[config.mk]
export PLATFORM = sky130hd
export DESIGN_NAME = bounded_pair_list_core
export DESIGN_NICKNAME = d
export VERILOG_FILES = /design/src/bpl_pkg.sv /design/src/bpl_cell.sv /design/src/bounded_pair_list_core.sv
export SDC_FILE = /design/constraint.sdc
export NUM_CORES = 1
export LEC_CHECK = 0
export ABC_CLOCK_PERIOD_IN_PS = 4600
export BUFFER_PORTS_ARGS = -buffer_cell sky130_fd_sc_hd__buf_2
export CAP_MARGIN = 20
export CORE_MARGIN = 1.5
export CORE_UTILIZATION = 60
export DETAILED_ROUTE_END_ITERATION = 8
export PLACE_DENSITY = 0.85
export SKIP_CTS_REPAIR_TIMING = 1
export SLEW_MARGIN = 20
export SYNTH_ARGS = -nofsm -noshare
export SYNTH_HDL_FRONTEND = slang
export SYNTH_HIERARCHICAL = 1
export SYNTH_SLANG_ARGS = --single-unit
[constraint.sdc]
create_clock -name clk -period 4.6 [get_ports clk]
set_input_delay 0.46 -clock clk [delete_from_list [all_inputs] [get_ports clk]]
set_output_delay 0.46 -clock clk [all_outputs]
set_load 0.01 [all_outputs]
[src/bpl_pkg.sv]
package bpl_pkg;

  localparam int CAPACITY = 27;
  localparam int CNT_W    = $clog2(CAPACITY + 1);
  localparam int POS_W    = 6;
  localparam int BYTE_W   = 8;
  localparam int MODE_W   = 2;

  localparam int IN_TDATA_W  = 2 * BYTE_W;
  localparam int OUT_TDATA_W = 8;

  localparam logic [MODE_W-1:0] MODE_CLEAR  = 2'd0;
  localparam logic [MODE_W-1:0] MODE_APPEND = 2'd1;
  localparam logic [MODE_W-1:0] MODE_PUSH   = 2'd2;
  localparam logic [MODE_W-1:0] MODE_LOOKUP = 2'd3;

  localparam logic [BYTE_W-1:0] RESERVED_VARIANT = 8'hFE;
  localparam logic [POS_W-1:0]  POS_REJECT       = 6'h3F;

  typedef struct packed {
    logic              capture;
    logic              shift_en;
    logic              append_en;
    logic [CNT_W-1:0]  count;
    logic [BYTE_W-1:0] kind;
    logic [BYTE_W-1:0] variant;
  } cell_ctl_t;

endpackage

[src/bpl_cell.sv]
module bpl_cell
  import bpl_pkg::*;
(
  input  logic              clk,
  input  cell_ctl_t         ctl,
  input  logic [CNT_W-1:0]  cell_idx,
  input  logic [BYTE_W-1:0] prev_kind,
  input  logic [BYTE_W-1:0] prev_variant,
  output logic [BYTE_W-1:0] kind_q,
  output logic [BYTE_W-1:0] variant_q,
  output logic              match_q
);

  logic [BYTE_W-1:0] kind_r;
  logic [BYTE_W-1:0] variant_r;
  logic              match_r;
  logic              write_here;
  logic              occupied;

  assign write_here = ctl.append_en && (ctl.count == cell_idx);
  assign occupied   = cell_idx < ctl.count;

  always_ff @(posedge clk) begin
    if (ctl.shift_en) begin
      kind_r    <= prev_kind;
      variant_r <= prev_variant;
    end else if (write_here) begin
      kind_r    <= ctl.kind;
      variant_r <= ctl.variant;
    end
    // compare against the contents before this transfer updates them
    if (ctl.capture) begin
      match_r <= occupied && (kind_r == ctl.kind) && (variant_r == ctl.variant);
    end
  end

  assign kind_q    = kind_r;
  assign variant_q = variant_r;
  assign match_q   = match_r;

endmodule

[src/bounded_pair_list_core.sv]
// Ordered list of up to CAPACITY (kind, variant) pairs held in a row of cells.
// in_tuser carries the operation: clear, append at tail, push at front, lookup.
// Each accepted item gives exactly one result. At the item's transfer edge
// every cell shifts, loads or compares against the request; once the output
// register is free (empty or being read), the match flags are folded into it.
// A single evaluation stage holds the item, so at most one item is in flight
// and a new item is not taken until the previous one has left that stage;
// the next item may be accepted while the previous result still waits in the
// output register.
// Appending or pushing onto a full list, or with variant 0xFE, returns
// position 0x3F and leaves the list unchanged. Lookups miss while list_active
// (cfg_data) is 0. Configuration is taken at once (cfg_ready is high outside
// reset); in_tready and cfg_ready stay low while rst_n is low.
module bounded_pair_list_core
  import bpl_pkg::*;
(
  input  logic                   clk,
  input  logic                   rst_n,
  input  logic                   in_tvalid,
  output logic                   in_tready,
  input  logic [IN_TDATA_W-1:0]  in_tdata,   // kind[7:0], variant[15:8]
  input  logic [MODE_W-1:0]      in_tuser,   // mode[1:0]
  output logic                   out_tvalid,
  input  logic                   out_tready,
  output logic [OUT_TDATA_W-1:0] out_tdata,  // position[5:0], hit[6], zero[7]
  input  logic                   cfg_valid,
  output logic                   cfg_ready,
  input  logic                   cfg_data    // list_active
);

  logic [BYTE_W-1:0] in_kind;
  logic [BYTE_W-1:0] in_variant;
  logic [MODE_W-1:0] in_mode;
  logic              accept;
  logic              ins_ok;
  logic              done;

  logic [CNT_W-1:0]  count_r, count_nxt;
  logic              busy_r, busy_nxt;
  logic              out_valid_r, out_valid_nxt;
  logic              active_r;
  logic [POS_W-1:0]  pend_pos_r, pend_pos_nxt;
  logic              pend_lookup_r;
  logic [POS_W-1:0]  out_pos_r;
  logic              out_hit_r;

  cell_ctl_t         ctl;
  logic [BYTE_W-1:0] kind_q    [CAPACITY];
  logic [BYTE_W-1:0] variant_q [CAPACITY];
  logic [CAPACITY-1:0] match_q;

  assign in_kind    = in_tdata[BYTE_W-1:0];
  assign in_variant = in_tdata[2*BYTE_W-1:BYTE_W];
  assign in_mode    = in_tuser;

  assign in_tready = rst_n && !busy_r;
  assign accept    = in_tvalid && in_tready;
  assign cfg_ready = rst_n;
  assign done      = busy_r && (!out_valid_r || out_tready);

  assign ins_ok = (count_r < CNT_W'(CAPACITY)) && (in_variant != RESERVED_VARIANT);

  always_comb begin
    ctl.capture   = accept;
    ctl.shift_en  = accept && (in_mode == MODE_PUSH) && ins_ok;
    ctl.append_en = accept && (in_mode == MODE_APPEND) && ins_ok;
    ctl.count     = count_r;
    ctl.kind      = in_kind;
    ctl.variant   = in_variant;
  end

  genvar gi;
  generate
    for (gi = 0; gi < CAPACITY; gi++) begin : g_cell
      logic [BYTE_W-1:0] prev_kind;
      logic [BYTE_W-1:0] prev_variant;
      if (gi == 0) begin : g_head
        assign prev_kind    = in_kind;
        assign prev_variant = in_variant;
      end else begin : g_body
        assign prev_kind    = kind_q[gi-1];
        assign prev_variant = variant_q[gi-1];
      end
      bpl_cell u_cell (
        .clk          (clk),
        .ctl          (ctl),
        .cell_idx     (CNT_W'(gi)),
        .prev_kind    (prev_kind),
        .prev_variant (prev_variant),
        .kind_q       (kind_q[gi]),
        .variant_q    (variant_q[gi]),
        .match_q      (match_q[gi])
      );
    end
  endgenerate

  always_comb begin
    count_nxt    = count_r;
    pend_pos_nxt = '0;
    unique case (in_mode)
      MODE_CLEAR: begin
        count_nxt = '0;
      end
      MODE_APPEND: begin
        if (ins_ok) begin
          pend_pos_nxt = POS_W'(count_r);
          count_nxt    = CNT_W'(count_r + 1'b1);
        end else begin
          pend_pos_nxt = POS_REJECT;
        end
      end
      MODE_PUSH: begin
        if (ins_ok) begin
          pend_pos_nxt = POS_W'(count_r + 1'b1);
          count_nxt    = CNT_W'(count_r + 1'b1);
        end else begin
          pend_pos_nxt = POS_REJECT;
        end
      end
      default: begin
        pend_pos_nxt = '0;
      end
    endcase
  end

  always_comb begin
    busy_nxt = busy_r;
    if (accept) begin
      busy_nxt = 1'b1;
    end else if (done) begin
      busy_nxt = 1'b0;
    end
  end

  always_comb begin
    out_valid_nxt = out_valid_r;
    if (done) begin
      out_valid_nxt = 1'b1;
    end else if (out_tready) begin
      out_valid_nxt = 1'b0;
    end
  end

  always_ff @(posedge clk) begin
    if (!rst_n) begin
      count_r     <= '0;
      busy_r      <= 1'b0;
      out_valid_r <= 1'b0;
      active_r    <= 1'b0;
    end else begin
      busy_r      <= busy_nxt;
      out_valid_r <= out_valid_nxt;
      if (accept) begin
        count_r <= count_nxt;
      end
      if (cfg_valid && cfg_ready) begin
        active_r <= cfg_data;
      end
    end
  end

  always_ff @(posedge clk) begin
    if (accept) begin
      pend_pos_r    <= pend_pos_nxt;
      pend_lookup_r <= (in_mode == MODE_LOOKUP);
    end
    if (done) begin
      out_pos_r <= pend_pos_r;
      out_hit_r <= pend_lookup_r && active_r && (|match_q);
    end
  end

  assign out_tvalid = out_valid_r;
  assign out_tdata  = {1'b0, out_hit_r, out_pos_r};

endmodule

==> metrics.txt, run 1 <==
final WL=65400 um; RSZ-0062 raised after global routing=no; Synth top area share=50.1%; Max Freq=0.304 GHz; Pint=7.69 mW; FF-to-FF setup slack=approximately 1.3 ns; number of cells on the worst reg-to-reg path=6; clock sinks=around 480; Most used DFF post-synth=edfxtp_1; Synth Instances=2095; pin count of the biggest net entering global routing=94; post-route ant nets=0; Critical R2R Launch=count_r[0]; Iter 0 DRT Violations=1315; max-cap violation count=0; top cells by count, synth=edfxtp_1, mux2_2, xor2_1, ha_1, inv_1; arrival time at the worst endpoint=3.56 ns; reg2reg end=g_cell[9].u_cell/variant_q[5]; clock latency on the worst-skew pair=0.61 ns; clock share of power=40.1%; Post-synth ARST share=0%; worst min path class=in2reg; Max Used Layer=met4; Worst VDD drop=0.387 mV; fin util=68.2%; Clock Skews=0.0335 ns; setup_tns=0 ns; crit path from=count_r[0]; Routed wire per std cell=22.0 um; number of remaining DRC errors=0; Synth cell types=47; first-pass GRT wire length=101000 um; Top cell by count, worst path=buf_4; routability congestion estimate=0.850; Starting Density=60.9%; Setup CP Type=reg2reg; CTS tree=built; Rel. slew slack=29.0%; Psw=2.39 mW; core area=46600 um^2; Pins Over Slew Limit=0; Post-synth EDFFs=473; clk root buf=clkbuf_16; Buf+Inv Stages, Crit Path=2; Logic pwr share=10.3%; post-DP HPWL=43000 um; CP Max Fanout=35; crit-path leading delay family=compound AO/OA/AOI/OAI gates; Ports=35; Worst EP required=4.88 ns; Synth Register Bits=481; initial antenna violation count=0; Fin. Hold Viols=0; grt ovf=0; Worst-path clk slew=0.06 ns; vias=17.9k; WP depth=6; wire length on met1=27000 um; Pleak=11.1 nW; Num CTS Buffers=a little over 50; mapped cell area=approximately 28000 um^2; slowest stage cell on the critical path=dfxtp_2; worst-path cell chain=a21oi_2, o22a_1, and3_4, buf_4, o21bai_1, buf_4; pwr dens=between 300 and 400 nW/um^2; Global Route Usage Sum=27.3%; fin crit period=roughly 3.3 ns; met3 wire len=roughly 4100 um; Max clock buf depth=3; period utilisation layout=71.4%; setup ws final=1.31 ns; Net Sw Frac=23.7%; antenna cells=0; Startpoint Class=flop; Reg power frac=49.5%; Min-Delay Startpoint=cfg_data; Buffers on Ports=33; YS warnings=6; outcome=finished clean; # setup viols final=0; Die ar.=48600 um^2; layout cell share with drive strength beyond 1=27.6%; Worst Tran Pin Value=1.07 ns; pre-CTS setup slack=1.11 ns; Die X=220 um; num rows=79; Seq/Total Area, Yosys=50.7%; count leader, synth=edfxtp_1; top cells by area, synth=edfxtp_1, mux2_2, xor2_1; DR pass1 iterations=5; Vert. Die Dim=between 200 and 250 um; Net count, final=2491; Critical Path End=g_cell[9].u_cell/variant_q[5]; syn_area_per_cell=13.5 um^2; vias in the first global route=between 15k and 20k; met2 wire len=32200 um; area delta synth->final=12.0%; Max stage delay on crit path=0.66 ns; Synth area leader=edfxtp_1; critical path endpoint category=flop; H-Tree Level Count=2; post-DR vias/cell=6.01
-- per-layer routing --
metal | track usage (%) | vias up
met2 | 47.0 | 598
met1 | 35.5 | 8965
li1 | - | 8188
met4 | 9.73 | 0
met5 | 0 | -
met3 | 3.51 | 149
-- worst min-delay path: cells and delay by family --
kind,cells,cell delay (ns)
buffers and inverters,1,0.08
and+or+nand+nor,1,0.08
muxes,1,0.06
-- flip-flops by register name (all words and copies together) (netlist names) --
name                     flops
active_r                     1
busy_r                       1
count_r                      5
g_cell.u_cell/kind_q       216
g_cell.u_cell/match_q       27
g_cell.u_cell/variant_q    216
out_hit_r                    1
out_pos_r                    6
out_tvalid                   1
pend_lookup_r                1
pend_pos_r                   6
-- final cells by class --
class	count	area [um^2]
Multi-Input combinational cell	1551	13700
Inverter	140	526
Tap cell	607	759
Clock buffer	59	1310
Fill cell	3069	14800
Timing Repair Buffer	102	783
Clock inverter	36	318
Sequential cell	481	14400
-- worst min-delay path by stage --
stage                         to  slack (ns)  depth (start not counted)
finish                  active_r         0.1                          3
global route            active_r        0.11                          3
CTS                     active_r        0.07                          3
detailed placement  out_pos_r[1]        0.41                          0
global placement    out_pos_r[1]        0.41                          0
floorplan           out_pos_r[0]        0.40                          0
-- power groups by stage --
stage | clock network [mW] | logic, mW | registers [mW]
after global routing | 4.25 | 1.13 | 4.99
after global placement | 0 | 0.955 | 5.07
final | 4.05 | 1.04 | 4.99
after floorplan | 0 | 0.650 | 5.06
after detailed placement | 0 | 1.01 | 5.08
after CTS | 4.08 | 1.02 | 4.99
-- cell usage in the layout (no fill, tap or decap), drive strengths merged, types with 32 or more instances in the layout --
master  Yosys  layout
edfxtp    473     473
mux2      433     433
xor2      373     373
inv       140     140
ha        140     140
conb        2     136
buf        57     102
nand4      88      88
nor4       87      87
xnor2      59      59
clkbuf      0      59
nand2      35      35
nor3       32      32
-- stage by stage --
stage / cells / cell area (um^2) / hold WS, ns / power [mW]
after floorplan: 2229 / 28900 / 0.400 / 5.71
after detailed placement: 2881 / 30100 / 0.413 / 6.08
after global routing: 2976 / 31700 / 0.114 / 10.4
after CTS: 2976 / 31700 / 0.0700 / 10.1
after global placement: 2881 / 30100 / 0.410 / 6.03
final: 2976 / 31700 / 0.0985 / 10.1
-- cell families (layout without fill, tap and decap cells) --
logic type	after synthesis	after routing	share of synthesized area, %
mux	435	435	17.3
flops	481	481	50.7
simple gates	280	280	6.18
compound gates	128	128	3.43
xor+xnor	432	432	13.3
fa+ha+maj	140	140	6.18
buf+inv	197	337	2.89
other cells	2	136	0.0265
Power figures use the tool's default switching activity.
==> run 2, diff against run 1 <==
--- a/config.mk
+++ b/config.mk
@@ -5,13 +5,14 @@
 export SDC_FILE = /design/constraint.sdc
 export NUM_CORES = 1
 export LEC_CHECK = 0
-export ABC_CLOCK_PERIOD_IN_PS = 4600
+export ABC_AREA = 1
+export ABC_CLOCK_PERIOD_IN_PS = 2750
 export BUFFER_PORTS_ARGS = -buffer_cell sky130_fd_sc_hd__buf_2
 export CAP_MARGIN = 20
 export CORE_MARGIN = 1.5
-export CORE_UTILIZATION = 60
+export CORE_UTILIZATION = 59
 export DETAILED_ROUTE_END_ITERATION = 8
-export PLACE_DENSITY = 0.85
+export PLACE_DENSITY = 0.87
 export SKIP_CTS_REPAIR_TIMING = 1
 export SLEW_MARGIN = 20
 export SYNTH_ARGS = -nofsm -noshare
==> constraint.sdc (replaced) <==
create_clock -name clk -period 2.75 [get_ports clk]
set_input_delay 0.275 -clock clk [delete_from_list [all_inputs] [get_ports clk]]
set_output_delay 0.275 -clock clk [all_outputs]
set_load 0.01 [all_outputs]
==> metrics.txt, run 2 <==
outcome=finished with violations; failing checks=negative hold slack; Max Used Layer=met4; xor-xnor portion of the synthesized cell area=1.03% (-12 points); Startpoint Class=flop; Placed Cells incl. Taps=5369 (+86%); num rows=85 (+7.6%); wire length on met1=33500 um (+24%); worst min path class=in2reg; Starting Density=59.8% (-1.1 points); core area=53800 um^2 (+16%); post-route ant nets=0 (unchanged); Global Route Usage Sum=30.2% (+2.9 points); Synth Area in Simple Gates=28.8% (+23 points); Clock Skews=0.0154 ns (-0.0181 ns); post-DP HPWL=55400 um (+29%); final WL=85100 um (+30%); Max clock buf depth=3 (unchanged); pwr dens=483 nW/um^2 (+52%); Die X=237 um (+7.3%); YS warnings=6 (unchanged); met3 wire len=8430 um (+100%); Seq/Total Area, Yosys=44.6% (-6.0 points); Worst VDD drop=0.573 mV (+48%); Critical R2R Launch=count_r[3]; H-Tree Level Count=2 (unchanged); mapped cell area=32200 um^2 (+14%); vias in the first global route=27.4k (+48%); clk root buf=clkbuf_16; initial antenna violation count=1 (+1); largest family of logic cells by synthesized area=simple AND/OR/NAND/NOR gates; worst-path cell chain=nand3_2, nand2_4, nor3_4, buf_12, inv_1, o21ai_2; clock latency on the worst-skew pair=0.61 ns (about the same); crit-path leading delay family=simple AND/OR/NAND/NOR gates; setup_tns=0 ns (unchanged); Net count, final=4894 (+96%); most frequent cells in the layout=nand2_1, inv_1, edfxtp_1, o21ai_0, nor2_1; Non-Filler Instances=5467 (+84%); antenna cells=0 (unchanged); max-cap violation count=0 (unchanged); crit path from=count_r[3]; fin util=66.5% (-1.6 points); top cells by count, synth=nand2_1, inv_1, edfxtp_1, o21ai_0, nor2_1; Ports=35 (unchanged); Buffers on Ports=33 (unchanged); compound-gate portion of the synthesized area=7.16% (+3.7 points); grt ovf=0 (unchanged); count leader, synth=nand2_1; clock sinks=481 (unchanged); overall power=17.3 mW (+72%); Post-synth ARST share=0% (unchanged); Most used DFF post-synth=edfxtp_1; first-pass GRT wire length=135000 um (+33%); Worst-path clk slew=0.05 ns (about the same); fin crit period=2.52 ns (-0.768 ns); mux cell area share after synthesis=0% (-17 points); Max Freq=0.397 GHz (+30%); Post-synth EDFFs=473 (unchanged); Num CTS Buffers=52 (+2.0%); Die ar.=55900 um^2 (+15%); slowest stage cell on the critical path=dfxtp_2; commonest non-fill, non-tap cell in the layout=nand2_1; Vert. Die Dim=237 um (+7.3%); Synth top area share=44.1% (-6.0 points); layout cell share with drive strength beyond 1=5.09% (-23 points); top cells by area, synth=edfxtp_1, nand2_1, inv_1; Pleak=17.4 nW (+57%); Hold WS=-0.0364 ns (-0.135 ns); critical path endpoint category=flop; vias=28.7k (+60%); Worst Tran Pin Value=1.00 ns (-0.0608 ns); CP Max Fanout=114 (+230%); Fin. Hold Viols=2 (+2); Pins Over Slew Limit=0 (unchanged); post-synthesis adder-cell area fraction=5.44% (-0.74 points); post-DR vias/cell=5.25 (-13%); period utilisation layout=91.6% (+20 points); Synth cell types=34 (-28%); Iter 0 DRT Violations=3073 (+130%); Synth Register Bits=481 (unchanged); Routed wire per std cell=15.6 um (-29%); Synth Instances=4537 (+120%); DR pass1 iterations=8 (+3); Max stage delay on crit path=0.50 ns (-0.16 ns); Buf+Inv Stages, Crit Path=2 (unchanged); number of remaining DRC errors=0 (unchanged); Synth area leader=edfxtp_1; arrival time at the worst endpoint=2.75 ns (-0.81 ns); syn_area_per_cell=7.09 um^2 (-48%); area delta synth->final=11.3%; routability congestion estimate=0.888 (+4.5%); CTS tree=built; Min-Delay Startpoint=out_tready; pin count of the biggest net entering global routing=115 (+22%); Rel. slew slack=33.0% (+4.1 points); # setup viols final=0 (unchanged); Setup CP Type=reg2reg; Worst EP required=2.98 ns (-1.90 ns); RSZ-0062 raised after global routing=no; met2 wire len=39100 um (+21%)
## run 2: path summary, 6_finish.rpt
check / end / slack (ns) / cells past startpoint
setup / recovery: g_cell[25].u_cell/kind_q[1] / 0.23 / 6
hold / removal: out_tvalid / -0.04 / 4
setup reg to reg: g_cell[25].u_cell/kind_q[1] / 0.23 / 6
hold reg to reg: out_pos_r[4] / 0.42 / 0
## run 2: logic make-up after synthesis
group           Yosys count
buf+inv                1074
other cells               2
fa+ha+maj               140
xor+xnor                 38
simple gates           2346
flops                   481
compound gates          456
## run 2: metrics by stage
step	cell area, um^2	worst slack [ns]
floorplan	32900	-0.725
global placement	34200	0.224
detailed placement	34200	0.189
CTS	35800	0.272
global route	35800	0.0822
finish	35800	0.231
## run 2: cell type report
type	count	area, um^2
fillers	4214	18000
clock inverters	28	191
clock buffers	67	1400
flip-flops and latches	481	14400
well taps	696	871
repair buffers	92	878
inverters	987	3700
multi-input cells	3116	14400
## run 2: worst register-to-register path, cell delays in order, from the launching register on
cell and delay (ns):
dfxtp_2 0.50, nand3_2 0.19, nand2_4 0.08, nor3_4 0.49, buf_12 0.42, inv_1 0.14, o21ai_2 0.32
## run 2: power by group
part           total [mW]  internal, mW  switching, mW
clock                6.69          3.76           2.92
combinational        2.21         0.704           1.51
sequential           8.40          8.27          0.130
total                17.3          12.7           4.56
## run 2: routing by layer
metal,up-vias,global-route usage [%]
met4,0,14.6
met5,-,0
li1,14200,-
met3,297,4.56
met2,1401,50.3
met1,12800,38.6
